$ cat config.mk
export PLATFORM = sky130hd
export DESIGN_NAME = usb_control_request_responder_top
export DESIGN_NICKNAME = d
export VERILOG_FILES = /design/src/hw/rtl/ucrr_pkg.sv /design/src/hw/rtl/ucrr_ctrl.sv /design/src/hw/rtl/ucrr_datapath.sv /design/src/hw/rtl/usb_control_request_responder_top.sv
export SDC_FILE = /design/constraint.sdc
export NUM_CORES = 1
export LEC_CHECK = 0
export BUFFER_PORTS_ARGS = -buffer_cell sky130_fd_sc_hd__buf_2
export CAP_MARGIN = 20
export CORE_MARGIN = 2
export CORE_UTILIZATION = 56
export CTS_CLUSTER_DIAMETER = 100
export DETAILED_ROUTE_END_ITERATION = 16
export HOLD_SLACK_MARGIN = 0.02
export PLACE_DENSITY = 0.79
export SLEW_MARGIN = 20
export SYNTH_ARGS = -nofsm -noshare
export SYNTH_HDL_FRONTEND = slang
export SYNTH_SLANG_ARGS = --single-unit
$ cat constraint.sdc
create_clock -name clock -period 3.82 [get_ports clock]
set_clock_uncertainty 0.2 [all_clocks]
set_input_delay 0.573 -clock clock [delete_from_list [all_inputs] [get_ports clock]]
set_output_delay 0.573 -clock clock [all_outputs]
set_load 0.05 [all_outputs]
$ cat src/hw/rtl/ucrr_pkg.sv
// Shared types, codes and descriptor tables for the USB control request responder.
// Used by the controller, the datapath and the top level; depends on nothing.
`default_nettype none

package ucrr_pkg;

   localparam int MAX_PACKET_DEFAULT = 64;
   localparam int LEN_W              = 7;

   // Event codes on the request channel.
   localparam logic [1:0] CMD_BUS_RESET = 2'd0;
   localparam logic [1:0] CMD_SETUP     = 2'd1;
   localparam logic [1:0] CMD_IN_DONE   = 2'd2;
   localparam logic [1:0] CMD_UNUSED    = 2'd3;

   // Reply kinds on the response channel.
   localparam logic [1:0] KIND_STATUS = 2'd0;
   localparam logic [1:0] KIND_DATA   = 2'd1;
   localparam logic [1:0] KIND_ZLP    = 2'd2;

   // Standard request codes and the device-to-host standard request type.
   localparam logic [7:0] REQ_SET_ADDRESS    = 8'h05;
   localparam logic [7:0] REQ_READ_DESC      = 8'h06;
   localparam logic [7:0] REQ_SET_CONFIG     = 8'h09;
   localparam logic [7:0] TYPE_DEVICE_IN     = 8'h80;

   // Descriptor type numbers.
   localparam logic [7:0] DT_DEVICE = 8'h01;
   localparam logic [7:0] DT_CONFIG = 8'h02;
   localparam logic [7:0] DT_STRING = 8'h03;

   localparam int DEVICE_LEN = 18;
   localparam int CONFIG_LEN = 75;
   localparam int LANG_LEN   = 4;

   typedef enum logic [1:0] {
      DESC_DEVICE,
      DESC_CONFIG,
      DESC_LANG
   } desc_type;

   typedef enum logic [1:0] {
      ST_IDLE,
      ST_EXEC,
      ST_SINGLE,
      ST_STREAM
   } ucrr_state_type;

   typedef struct packed {
      logic capture;
      logic apply;
      logic load_count;
      logic emit_single;
      logic emit_byte;
   } ucrr_cmd_type;

   typedef struct packed {
      logic no_result;
      logic desc_hit;
      logic out_free;
      logic last_byte;
   } ucrr_sts_type;

   localparam logic [7:0] ROM_DEVICE [DEVICE_LEN] = '{
      8'h12, 8'h01, 8'h00, 8'h02, 8'h00, 8'h00, 8'h00, 8'h40,
      8'hC0, 8'h16, 8'h55, 8'h15, 8'h00, 8'h01, 8'h01, 8'h02,
      8'h03, 8'h01
   };

   localparam logic [7:0] ROM_CONFIG [CONFIG_LEN] = '{
      8'h09, 8'h02, 8'h43, 8'h00, 8'h02, 8'h01, 8'h00, 8'h80, 8'h32,
      8'h08, 8'h0B, 8'h00, 8'h02, 8'h02, 8'h01, 8'h00, 8'h00,
      8'h09, 8'h04, 8'h00, 8'h00, 8'h01, 8'h02, 8'h02, 8'h01, 8'h00,
      8'h05, 8'h24, 8'h00, 8'h10, 8'h01,
      8'h05, 8'h24, 8'h01, 8'h00, 8'h01,
      8'h04, 8'h24, 8'h02, 8'h02,
      8'h05, 8'h24, 8'h06, 8'h00, 8'h01,
      8'h07, 8'h05, 8'h82, 8'h02, 8'h40, 8'h00, 8'h00,
      8'h09, 8'h04, 8'h01, 8'h00, 8'h02, 8'h0A, 8'h00, 8'h00, 8'h00,
      8'h07, 8'h05, 8'h03, 8'h02, 8'h40, 8'h00, 8'h00,
      8'h07, 8'h05, 8'h83, 8'h02, 8'h40, 8'h00, 8'h00
   };

   localparam logic [7:0] ROM_LANG [LANG_LEN] = '{8'h04, 8'h03, 8'h09, 8'h04};

   function automatic logic [LEN_W-1:0] desc_size(input desc_type sel);
      logic [LEN_W-1:0] size;
      case (sel)
         DESC_DEVICE: size = LEN_W'(DEVICE_LEN);
         DESC_CONFIG: size = LEN_W'(CONFIG_LEN);
         DESC_LANG:   size = LEN_W'(LANG_LEN);
         default:     size = '0;
      endcase
      return size;
   endfunction

   function automatic logic [7:0] rom_byte(input desc_type sel, input logic [LEN_W-1:0] idx);
      logic [7:0] b;
      b = 8'h00;
      case (sel)
         DESC_DEVICE: begin
            if (idx < LEN_W'(DEVICE_LEN)) b = ROM_DEVICE[idx[4:0]];
         end
         DESC_CONFIG: begin
            if (idx < LEN_W'(CONFIG_LEN)) b = ROM_CONFIG[idx];
         end
         DESC_LANG: begin
            if (idx < LEN_W'(LANG_LEN)) b = ROM_LANG[idx[1:0]];
         end
         default: b = 8'h00;
      endcase
      return b;
   endfunction

endpackage

`default_nettype wire

$ cat src/hw/rtl/ucrr_ctrl.sv
// Controller state machine of the USB control request responder.
// Depends on ucrr_pkg; drives the datapath through command and status structs.
`default_nettype none

module ucrr_ctrl import ucrr_pkg::*; (
   input  wire logic         clock,
   input  wire logic         reset,
   input  wire logic         req_tvalid,
   output logic              req_tready,
   input  ucrr_sts_type      sts,
   output ucrr_cmd_type      cmd
);

   ucrr_state_type state_ff;
   ucrr_state_type state_in;

   always_ff @(posedge clock) begin
      if (reset) begin
         state_ff <= ST_IDLE;
      end else begin
         state_ff <= state_in;
      end
   end

   always_comb begin
      state_in = state_ff;
      case (state_ff)
         ST_IDLE: begin
            if (req_tvalid) state_in = ST_EXEC;
         end
         ST_EXEC: begin
            if (sts.no_result) begin
               state_in = ST_IDLE;
            end else if (sts.desc_hit) begin
               state_in = ST_STREAM;
            end else begin
               state_in = ST_SINGLE;
            end
         end
         ST_SINGLE: begin
            if (sts.out_free) state_in = ST_IDLE;
         end
         ST_STREAM: begin
            if (sts.out_free && sts.last_byte) state_in = ST_IDLE;
         end
         default: state_in = ST_IDLE;
      endcase
   end

   always_comb begin
      req_tready      = 1'b0;
      cmd             = '0;
      case (state_ff)
         ST_IDLE: begin
            req_tready  = 1'b1;
            cmd.capture = req_tvalid;
         end
         ST_EXEC: begin
            cmd.load_count = sts.desc_hit && !sts.no_result;
            cmd.apply      = !sts.desc_hit && !sts.no_result;
         end
         ST_SINGLE: begin
            cmd.emit_single = sts.out_free;
         end
         ST_STREAM: begin
            cmd.emit_byte = sts.out_free;
         end
         default: begin
            req_tready = 1'b0;
         end
      endcase
   end

endmodule

`default_nettype wire

$ cat src/hw/rtl/ucrr_datapath.sv
// Datapath of the USB control request responder: item capture, device state,
// descriptor byte counter and the response output register. Depends on ucrr_pkg.
`default_nettype none

module ucrr_datapath import ucrr_pkg::*; #(
   parameter int MAX_PACKET = MAX_PACKET_DEFAULT
) (
   input  wire logic         clock,
   input  wire logic         reset,
   input  ucrr_cmd_type      cmd,
   output ucrr_sts_type      sts,
   input  wire logic [31:0]  req_tdata,
   input  wire logic [1:0]   req_tuser,
   output logic              rsp_tvalid,
   input  wire logic         rsp_tready,
   output logic [23:0]       rsp_tdata,
   output logic [1:0]        rsp_tuser,
   output logic              rsp_tlast
);

   localparam int IdxW = $clog2(MAX_PACKET);

   logic [1:0]       command_ff;
   logic [7:0]       rtype_ff;
   logic [7:0]       rcode_ff;
   logic [7:0]       vlo_ff;
   logic [7:0]       vhi_ff;

   logic [6:0]       pending_address_ff;
   logic             address_pending_ff;
   logic [6:0]       applied_address_ff;
   logic             applied_enable_ff;
   logic             configured_ff;

   desc_type         sel_ff;
   logic [LEN_W-1:0] len_ff;
   logic [IdxW-1:0]  idx_ff;

   logic             rsp_valid_ff;
   logic             rsp_valid_in;
   logic [1:0]       rsp_kind_ff;
   logic [7:0]       rsp_data_ff;
   logic [LEN_W-1:0] rsp_len_ff;
   logic             rsp_last_ff;
   logic             rsp_enable_ff;
   logic [6:0]       rsp_address_ff;
   logic             rsp_config_ff;

   desc_type         sel_dec;
   logic             type_known;
   logic             desc_req;
   logic [LEN_W-1:0] size_dec;
   logic [LEN_W-1:0] len_dec;
   logic [LEN_W-1:0] idx_ext;

   always_comb begin
      sel_dec    = DESC_DEVICE;
      type_known = 1'b1;
      case (vhi_ff)
         DT_DEVICE: sel_dec = DESC_DEVICE;
         DT_CONFIG: sel_dec = DESC_CONFIG;
         DT_STRING: sel_dec = DESC_LANG;
         default:   type_known = 1'b0;
      endcase
   end

   assign desc_req = (command_ff == CMD_SETUP) && (rcode_ff == REQ_READ_DESC)
                     && (rtype_ff == TYPE_DEVICE_IN);
   assign size_dec = desc_size(sel_dec);
   assign len_dec  = (size_dec > LEN_W'(MAX_PACKET)) ? LEN_W'(MAX_PACKET) : size_dec;
   assign idx_ext  = LEN_W'(idx_ff);

   assign sts.no_result = (command_ff == CMD_UNUSED);
   assign sts.desc_hit  = desc_req && type_known;
   assign sts.out_free  = !rsp_valid_ff || rsp_tready;
   assign sts.last_byte = ((idx_ext + LEN_W'(1)) == len_ff);

   always_ff @(posedge clock) begin
      if (cmd.capture) begin
         command_ff <= req_tuser;
         rtype_ff   <= req_tdata[7:0];
         rcode_ff   <= req_tdata[15:8];
         vlo_ff     <= req_tdata[23:16];
         vhi_ff     <= req_tdata[31:24];
      end
      if (cmd.load_count) begin
         sel_ff <= sel_dec;
         len_ff <= len_dec;
      end
   end

   always_ff @(posedge clock) begin
      if (reset) begin
         idx_ff <= '0;
      end else if (cmd.load_count) begin
         idx_ff <= '0;
      end else if (cmd.emit_byte) begin
         idx_ff <= idx_ff + IdxW'(1);
      end
   end

   always_ff @(posedge clock) begin
      if (reset) begin
         pending_address_ff <= '0;
         address_pending_ff <= 1'b0;
         applied_address_ff <= '0;
         applied_enable_ff  <= 1'b0;
         configured_ff      <= 1'b0;
      end else if (cmd.apply) begin
         case (command_ff)
            CMD_BUS_RESET: begin
               pending_address_ff <= '0;
               address_pending_ff <= 1'b0;
               applied_address_ff <= '0;
               applied_enable_ff  <= 1'b0;
               configured_ff      <= 1'b0;
            end
            CMD_IN_DONE: begin
               if (address_pending_ff) begin
                  applied_address_ff <= pending_address_ff;
                  applied_enable_ff  <= 1'b1;
                  address_pending_ff <= 1'b0;
               end
            end
            CMD_SETUP: begin
               if (rcode_ff == REQ_SET_ADDRESS) begin
                  pending_address_ff <= vlo_ff[6:0];
                  address_pending_ff <= 1'b1;
               end else if (rcode_ff == REQ_SET_CONFIG) begin
                  configured_ff <= 1'b1;
               end
            end
            default: begin
               configured_ff <= configured_ff;
            end
         endcase
      end
   end

   assign rsp_valid_in = cmd.emit_single || cmd.emit_byte || (rsp_valid_ff && !rsp_tready);

   always_ff @(posedge clock) begin
      if (reset) begin
         rsp_valid_ff <= 1'b0;
      end else begin
         rsp_valid_ff <= rsp_valid_in;
      end
   end

   always_ff @(posedge clock) begin
      if (cmd.emit_single || cmd.emit_byte) begin
         rsp_enable_ff  <= applied_enable_ff;
         rsp_address_ff <= applied_address_ff;
         rsp_config_ff  <= configured_ff;
      end
      if (cmd.emit_single) begin
         rsp_kind_ff <= (command_ff == CMD_SETUP) ? KIND_ZLP : KIND_STATUS;
         rsp_data_ff <= 8'h00;
         rsp_len_ff  <= '0;
         rsp_last_ff <= 1'b1;
      end else if (cmd.emit_byte) begin
         rsp_kind_ff <= KIND_DATA;
         rsp_data_ff <= rom_byte(sel_ff, idx_ext);
         rsp_len_ff  <= len_ff;
         rsp_last_ff <= sts.last_byte;
      end
   end

   assign rsp_tvalid = rsp_valid_ff;
   assign rsp_tuser  = rsp_kind_ff;
   assign rsp_tlast  = rsp_last_ff;
   assign rsp_tdata  = {rsp_config_ff, rsp_address_ff, rsp_enable_ff, rsp_len_ff, rsp_data_ff};

`ifndef NO_ASSERTIONS
   a_enable_from_pending: assert property (@(posedge clock) disable iff (reset)
      $rose(applied_enable_ff) |-> $past(address_pending_ff))
      else $error("address enabled without a pending address");

   a_emit_into_free_slot: assert property (@(posedge clock) disable iff (reset)
      (cmd.emit_single || cmd.emit_byte) |-> (!rsp_valid_ff || rsp_tready))
      else $error("result written over an untaken result");

   a_non_data_is_empty: assert property (@(posedge clock) disable iff (reset)
      (rsp_valid_ff && (rsp_kind_ff != KIND_DATA)) |-> (rsp_data_ff == 8'h00)
         && (rsp_len_ff == '0) && rsp_last_ff)
      else $error("status or empty reply carries data");

   a_byte_within_length: assert property (@(posedge clock) disable iff (reset)
      cmd.emit_byte |-> (idx_ext < len_ff))
      else $error("descriptor byte index past reply length");
`endif

endmodule

`default_nettype wire

$ cat src/hw/rtl/usb_control_request_responder_top.sv
// USB control endpoint standard request responder, top level.
// Joins ucrr_ctrl and ucrr_datapath; depends on ucrr_pkg.
//
// The request channel carries one control endpoint event per item: a bus
// reset, a received setup packet or a finished control IN transfer. The
// response channel returns the items that the event causes: one status or
// zero-length reply item, or one item per descriptor byte for a descriptor
// request, with tlast on the final item of the event. Every response item also
// shows the applied address, its enable bit and the configured flag.
// An event is taken only when the block is idle. It is decoded in the next
// cycle, and its first response item is written from the reply state once the
// output register is free. A descriptor of N bytes, with N at most MAX_PACKET,
// goes out one byte per cycle from the descriptor ROM while the receiver does
// not stall. The undefined event code gives no item. When the receiver stalls,
// the output register holds its item and the controller waits; the next
// request is still taken once the last item of the previous one sits in the
// output register. Reset empties the output register and clears the address,
// its enable and the configured flag.
`default_nettype none

module usb_control_request_responder_top import ucrr_pkg::*; #(
   parameter int MAX_PACKET = MAX_PACKET_DEFAULT
) (
   input  wire logic        clock,
   input  wire logic        reset,
   input  wire logic        req_tvalid,
   output logic             req_tready,
   // request_type[7:0], request_code[15:8], value_low[23:16], value_high[31:24]
   input  wire logic [31:0] req_tdata,
   // command[1:0]
   input  wire logic [1:0]  req_tuser,
   output logic             rsp_tvalid,
   input  wire logic        rsp_tready,
   // data_byte[7:0], packet_length[14:8], address_enabled[15],
   // active_address[22:16], is_configured[23]
   output logic [23:0]      rsp_tdata,
   // reply_kind[1:0]
   output logic [1:0]       rsp_tuser,
   output logic             rsp_tlast
);

   ucrr_cmd_type dp_cmd;
   ucrr_sts_type dp_sts;

   ucrr_ctrl u_ctrl (
      .clock      (clock),
      .reset      (reset),
      .req_tvalid (req_tvalid),
      .req_tready (req_tready),
      .sts        (dp_sts),
      .cmd        (dp_cmd)
   );

   ucrr_datapath #(
      .MAX_PACKET (MAX_PACKET)
   ) u_datapath (
      .clock      (clock),
      .reset      (reset),
      .cmd        (dp_cmd),
      .sts        (dp_sts),
      .req_tdata  (req_tdata),
      .req_tuser  (req_tuser),
      .rsp_tvalid (rsp_tvalid),
      .rsp_tready (rsp_tready),
      .rsp_tdata  (rsp_tdata),
      .rsp_tuser  (rsp_tuser),
      .rsp_tlast  (rsp_tlast)
   );

endmodule

`default_nettype wire

# After elaboration in Yosys (flattened, before gate mapping)
# Memories as Yosys holds them, arrays and structs flattened.
# Index checks and enable logic that the tools add are counted.
# op_classes
eq_ne,25
mux,39
n_lt_le_gt_ge,7
n_bitwise,3
add_sub_neg,2
shifts,0
reduce_logical,30
n_mul,0
n_div,0
# op_table
op,count
$mux W8,9
$pmux W7 S2,2
$pmux W8 S3,1
$pmux W7 S3,1
$bmux W8 S2,1
$eq A8 B2 Y1 const B,2
$eq A8 B3 Y1 const B,2
$mux W2,8
$mux W7,2
$eq A2 B2 Y1 const B,6
$reduce_and A3 Y1,4
$mux W1,10
$eq A2 B1 Y1 const B,4
$eq A8 B1 Y1 const B,1
$eq A8 B4 Y1 const B,1
$eq A8 B8 Y1 const B,1
$ge A8 B8 Y1 const B,1
$logic_not A2 Y1,4
$ne A2 B2 Y1 const B,4
$not A6 Y8,1
$pmux W2 S4,1
$reduce_bool A2 Y1,4
$add A6 B1 Y7 const B,1
$eq A7 B7 Y1,1
other kinds (18),34
# totals
input_bits,38
ramBits,0
wordCells,130
latchBits,0
mem_bits_ro,1280
memories,2
regBits,95
# mem_list
memory,words,width,read_ports,rd_clocked_by_memory_dff,write_ports,line,text
(name not given),128,8,1,0,0,ucrr_pkg.sv:105,if (idx < LEN_W'(CONFIG_LEN)) b = ROM_CONFIG[idx];
(name not given),32,8,1,0,0,ucrr_pkg.sv:102,if (idx < LEN_W'(DEVICE_LEN)) b = ROM_DEVICE[idx[4:0]];

# Logic depth before layout (Yosys ltp)
# depth
word_depth,8
depth_mapped,8
depth_no_buf,7

# Cells and area by module
# Synthesis repeated with hierarchy kept, for this count alone.
# hier_totals
cells_unflattened,377
hier_area_um2,4132.7
# modules_own_cells
mod,seq_area_each_um2,area_each_um2,n_inst,cells_per_inst
ucrr_datapath,2292.2,4003.8,1,358
ucrr_ctrl,40.0,128.9,1,19

# Worst setup path after synthesis
# OpenSTA, ideal clock, no wires.
# synth_timing
kind,reg-to-reg
from,reg u_datapath.rcode_ff[3]
to,reg u_datapath.idx_ff[2]
arrival_time_ps,2564
t_required_ps,3482
path_stages_with_launch,7
path_slack_ps,918
setup_ps,138
synth_period_minus_slack_ps,2902
path_cell_list,edfxtp_1 or2b_2 or4b_4 nor4_1 or2_2 buf_2 a211oi_1
# synth_rtl
item,line,text
"start, declared",ucrr_datapath.sv:25,logic [7:0] rcode_ff;
"start signal, assigned",ucrr_datapath.sv:82,rcode_ff <= req_tdata[15:8];
"end signal, assigned",ucrr_datapath.sv:98,idx_ff <= idx_ff + IdxW'(1);
"end, declared",ucrr_datapath.sv:37,logic [IdxW-1:0] idx_ff;

# Final worst setup path
# layout_timing
from,reg u_datapath.command_ff[1]
to,reg u_datapath.pending_address_ff[0]
# layout_via
elab_chain_cells,8
# layout_rtl
item,line,text
"start, declared",ucrr_datapath.sv:23,logic [1:0] command_ff;
"start signal, assigned",ucrr_datapath.sv:80,command_ff <= req_tuser;
$eq A2 B1 Y1,"ucrr_datapath.sv:67, ucrr_datapath.sv:110",
$logic_and A1 B1 Y1,ucrr_datapath.sv:67,assign desc_req = (command_ff == CMD_SETUP) && (rcode_ff == REQ_READ_DESC)
$logic_and A1 B1 Y1,ucrr_datapath.sv:68,&& (rtype_ff == TYPE_DEVICE_IN);
$logic_and A1 B1 Y1,ucrr_datapath.sv:74,assign sts.desc_hit = desc_req && type_known;
$logic_not A1 Y1,ucrr_ctrl.sv:60,cmd.apply = !sts.desc_hit && !sts.no_result;
$logic_and A1 B1 Y1,ucrr_ctrl.sv:60,
$mux W2,ucrr_ctrl.sv:53,case (state_ff)
$reduce_and A3 Y1 (no source line),n/a,
"end signal, assigned",ucrr_datapath.sv:127,pending_address_ff <= vlo_ff[6:0];
"end, declared",ucrr_datapath.sv:29,logic [6:0] pending_address_ff;
# Parallel ways exist; a longest one is shown, timed or not.
# A chain may end at the register's enable or synchronous reset.

==> summary.md <==
| Metric | Value |
|---|---|
| H-tree Lvls | 3 |
| Met2 Use GR | 30.2% |
| Hold Vio Cnt, Final | 0 |
| Pins Over Slew Limit | 0 |
| DRT iter0 DRCs | 255 |
| Post-CTS setup buffers | 0 |
| Pleak | 1.77 nW |
| Min-delay worst type | input pin to flip-flop |
| Die height | 90.7 um |
| Crit path time final | 2.80 ns |
| Synth top area share | 36.4% |
| Critical setup path kind | flip-flop to flip-flop |
| Ys async rst share | 0% |
| Setup TNS Final | 0 ns |
| Routed wire length | 8250 um |
| Run status | finished, final reports clean |
| Post-synth EDFFs | 51 |
| Layout Utilization | 65.2% |
| Seq/Total Area, Yosys | 55.4% |
| Starting Density | 58.1% |
| IR drop worst, VDD | 0.310 mV |
| Most used DFF post-synth | edfxtp_1 |
| Largest net degree at the start of global routing | 38 |
| Synth warn | 0 |
| CTS tree | done |
| GPL Wtd Cong | 0.892 |
| DIE AREA | 8230 um^2 |
| Clock transition at path regs | 0.09 ns |
| Final Cycle Share | 73.2% |
| Worst reg2reg startpoint | u_datapath.command_ff[1] |
| Clock Path Buffers | 2 |
| Total power | 2.10 mW |
| Top post-synthesis cells by area | edfxtp_1 36%, dfxtp_1 19%, a21oi_1 4.2% |
| Antenna cells | 0 |
| Min-delay src | req_tdata[19] |
| Worst Setup SP | u_datapath.command_ff[1] |
| Rows | 31 |
| Residual DRC | 0 |
| Worst setup EP type | flip-flop |
| Final setup fails | 0 |
| Post-DP HPWL | 5760 um |
| Total CTS buffers | 9 |
| Number of max-cap violations | 0 |
| Max_slew headroom | 35.7% |
| Net count, final | 498 |
| Worst-margin pin slew | 0.964 ns |
| Clock latency on the worst-skew pair | 0.35 ns |
| Routed vias | 3158 |
| Post-Syn Area | 4210 um^2 |
| Core box area | 7250 um^2 |
| Yosys cell types | 64 |
| Area Growth Syn to Fin | 12.2% |
| Via density | 5.68 |
| Max Fclk | 358 MHz |
| DRT antenna net count | 0 |
| CTS Hold Bufs | 0 |
| Seq. cell area | 2330 um^2 |
| Number of global-route vias before repair | 2794 |
| RSZ-0062 raised after global routing | no |
| Avg Inst Size Synth | 10.5 um^2 |
| Share of cells above drive strength 1 | 21.0% |
| Initial antenna violation count | 0 |
| Avg WL per Cell | 14.8 um |
| Root Driver | clkbuf_8 |
| Dominant cell type by area after synthesis | edfxtp_1 |
| Grt met1 use | 29.2% |
| WP data arrival | 2.88 ns |
| Area occupied by multi-input gates | 1660 um^2 |
| Synth Register Bits | 91 |
| Met3 Resource Use GR | 4.34% |
| Filler cell count | 581 |
| Critical Path RT | 3.91 ns |
| Number of top-level pins | 67 |
| Syn Inst Count | 403 |
| Max Fanout on Critical Path | 24 |
| Pwr/cell area | 444 nW/um^2 |
| First-pass GRT wire length | 13300 um |
| Chip width | 90.7 um |
| PortBufs | 64 |
| GRT overflow | 0 |
| CTS resizes | 0 |
| TritonRoute pass-1 iters | 5 |
| GR peak layer | met2 |
| Setup crit start kind | flip-flop |
| Total GRT Usage | 20.1% |
| CTS sink cnt | 91 |
==> state kept, by name, indices dropped and copies added, names as in the netlist, 6 cells and up <==
signal,count
u_datapath.applied_address_ff,7
u_datapath.vlo_ff,7
u_datapath.rcode_ff,8
u_datapath.rtype_ff,8
u_datapath.vhi_ff,8
u_datapath.idx_ff,6
u_datapath.rsp_data_ff,8
u_datapath.rsp_address_ff,7
u_datapath.pending_address_ff,7
==> final cells by class <==
class | instances | share of cell area [%]
Timing Repair Buffer | 67 | 7.25
Sequential cell | 91 | 49.4
Tap cell | 99 | 2.62
Multi-Input combinational cell | 267 | 35.1
Clock buffer | 11 | 3.44
Clock inverter | 5 | 0.979
Inverter | 16 | 1.27
==> synthesized netlist by cell type, types with 6 or more instances <==
cell and instances:
edfxtp_1 51, dfxtp_1 40, a21oi_1 35, nand2_1 29
nor2_1 29, o21ai_0 27, clkbuf_1 17, inv_1 16
nand3_1 13, and3_1 9, ha_1 8, nand2b_1 8
nand4_1 8, nor3_1 8, xnor2_1 8, or4_1 7
a211oi_1 6
==> power breakdown <==
| group | switching (mW) | internal [mW] |
|---|---|---|
| logic | 0.208 | 0.0776 |
| registers | 0.0429 | 1.10 |
| clock network | 0.359 | 0.309 |
==> kinds of logic (layout without fill, tap and decap cells) <==
family	Yosys count	in the layout	share of synthesized area, %
AND/OR/NAND/NOR	138	138	17.6
flip-flops	91	91	55.4
multiplexers	6	6	1.49
other	1	2	0.0890
XOR/XNOR	10	10	2.08
adder cells (fa/ha/maj)	8	8	2.38
AO/OA/AOI/OAI	103	103	15.6
buffers and inverters	46	99	5.38
==> metrics by stage <==
step	worst slack, ns	cell area (um^2)	instances	hold WS [ns]
after detailed placement	1.00	4520	540	0.213
after CTS	0.998	4730	556	0.173
final	1.02	4730	556	0.188
after floorplan	0.918	4220	404	0.202
after global placement	1.08	4520	540	0.213
after global routing	0.798	4730	556	0.169
==> placed cells by master, fill, tap and decap left out, drive strengths merged, types with 3 or more instances in the layout <==
| cell | synthesis | final |
|---|---|---|
| nand4 | 8 | 8 |
| o21ai | 27 | 27 |
| xnor2 | 8 | 8 |
| a22o | 3 | 3 |
| nor3 | 8 | 8 |
| o41ai | 3 | 3 |
| mux2i | 4 | 4 |
| nand3 | 13 | 13 |
| nor2 | 29 | 29 |
| nand2 | 29 | 29 |
| inv | 16 | 21 |
| a21oi | 35 | 35 |
| clkbuf | 17 | 11 |
| nand2b | 10 | 10 |
| buf | 13 | 67 |
| and3 | 9 | 9 |
| dfxtp | 40 | 40 |
| nor4 | 5 | 5 |
| ha | 8 | 8 |
| o31ai | 6 | 6 |
| nor2b | 4 | 4 |
| edfxtp | 51 | 51 |
| a31oi | 4 | 4 |
| or4 | 8 | 8 |
| a211oi | 6 | 6 |
==> worst max-delay path, stage by stage (launching register included) <==
cell and delay (ns):
edfxtp_1 0.58, nand2b_2 0.35, or4b_4 0.58, o31ai_4 0.66, o21ai_0 0.20, a21oi_1 0.16
==> layer usage <==
| metal | routed length, um | part of all wire, % | vias to the layer above |
|---|---|---|---|
| met4 | 87 | 1.1 | 0 |
| li1 | - | - | 1578 |
| met3 | 485 | 5.9 | 8 |
| met2 | 3810 | 46 | 111 |
| met1 | 3860 | 47 | 1461 |
| met5 | 0 | 0 | - |
==> worst paths after layout <==
kind | depth (start not counted) | slack [ns] | endpoint
setup / recovery | 5 | 1.02 | u_datapath.pending_address_ff[0]
hold / removal | 1 | 0.19 | u_datapath.vlo_ff[3]
setup reg to reg | 5 | 1.02 | u_datapath.pending_address_ff[0]
hold reg to reg | 0 | 0.23 | u_datapath.rsp_address_ff[3]
No activity file was read; power rests on OpenSTA's default activity.
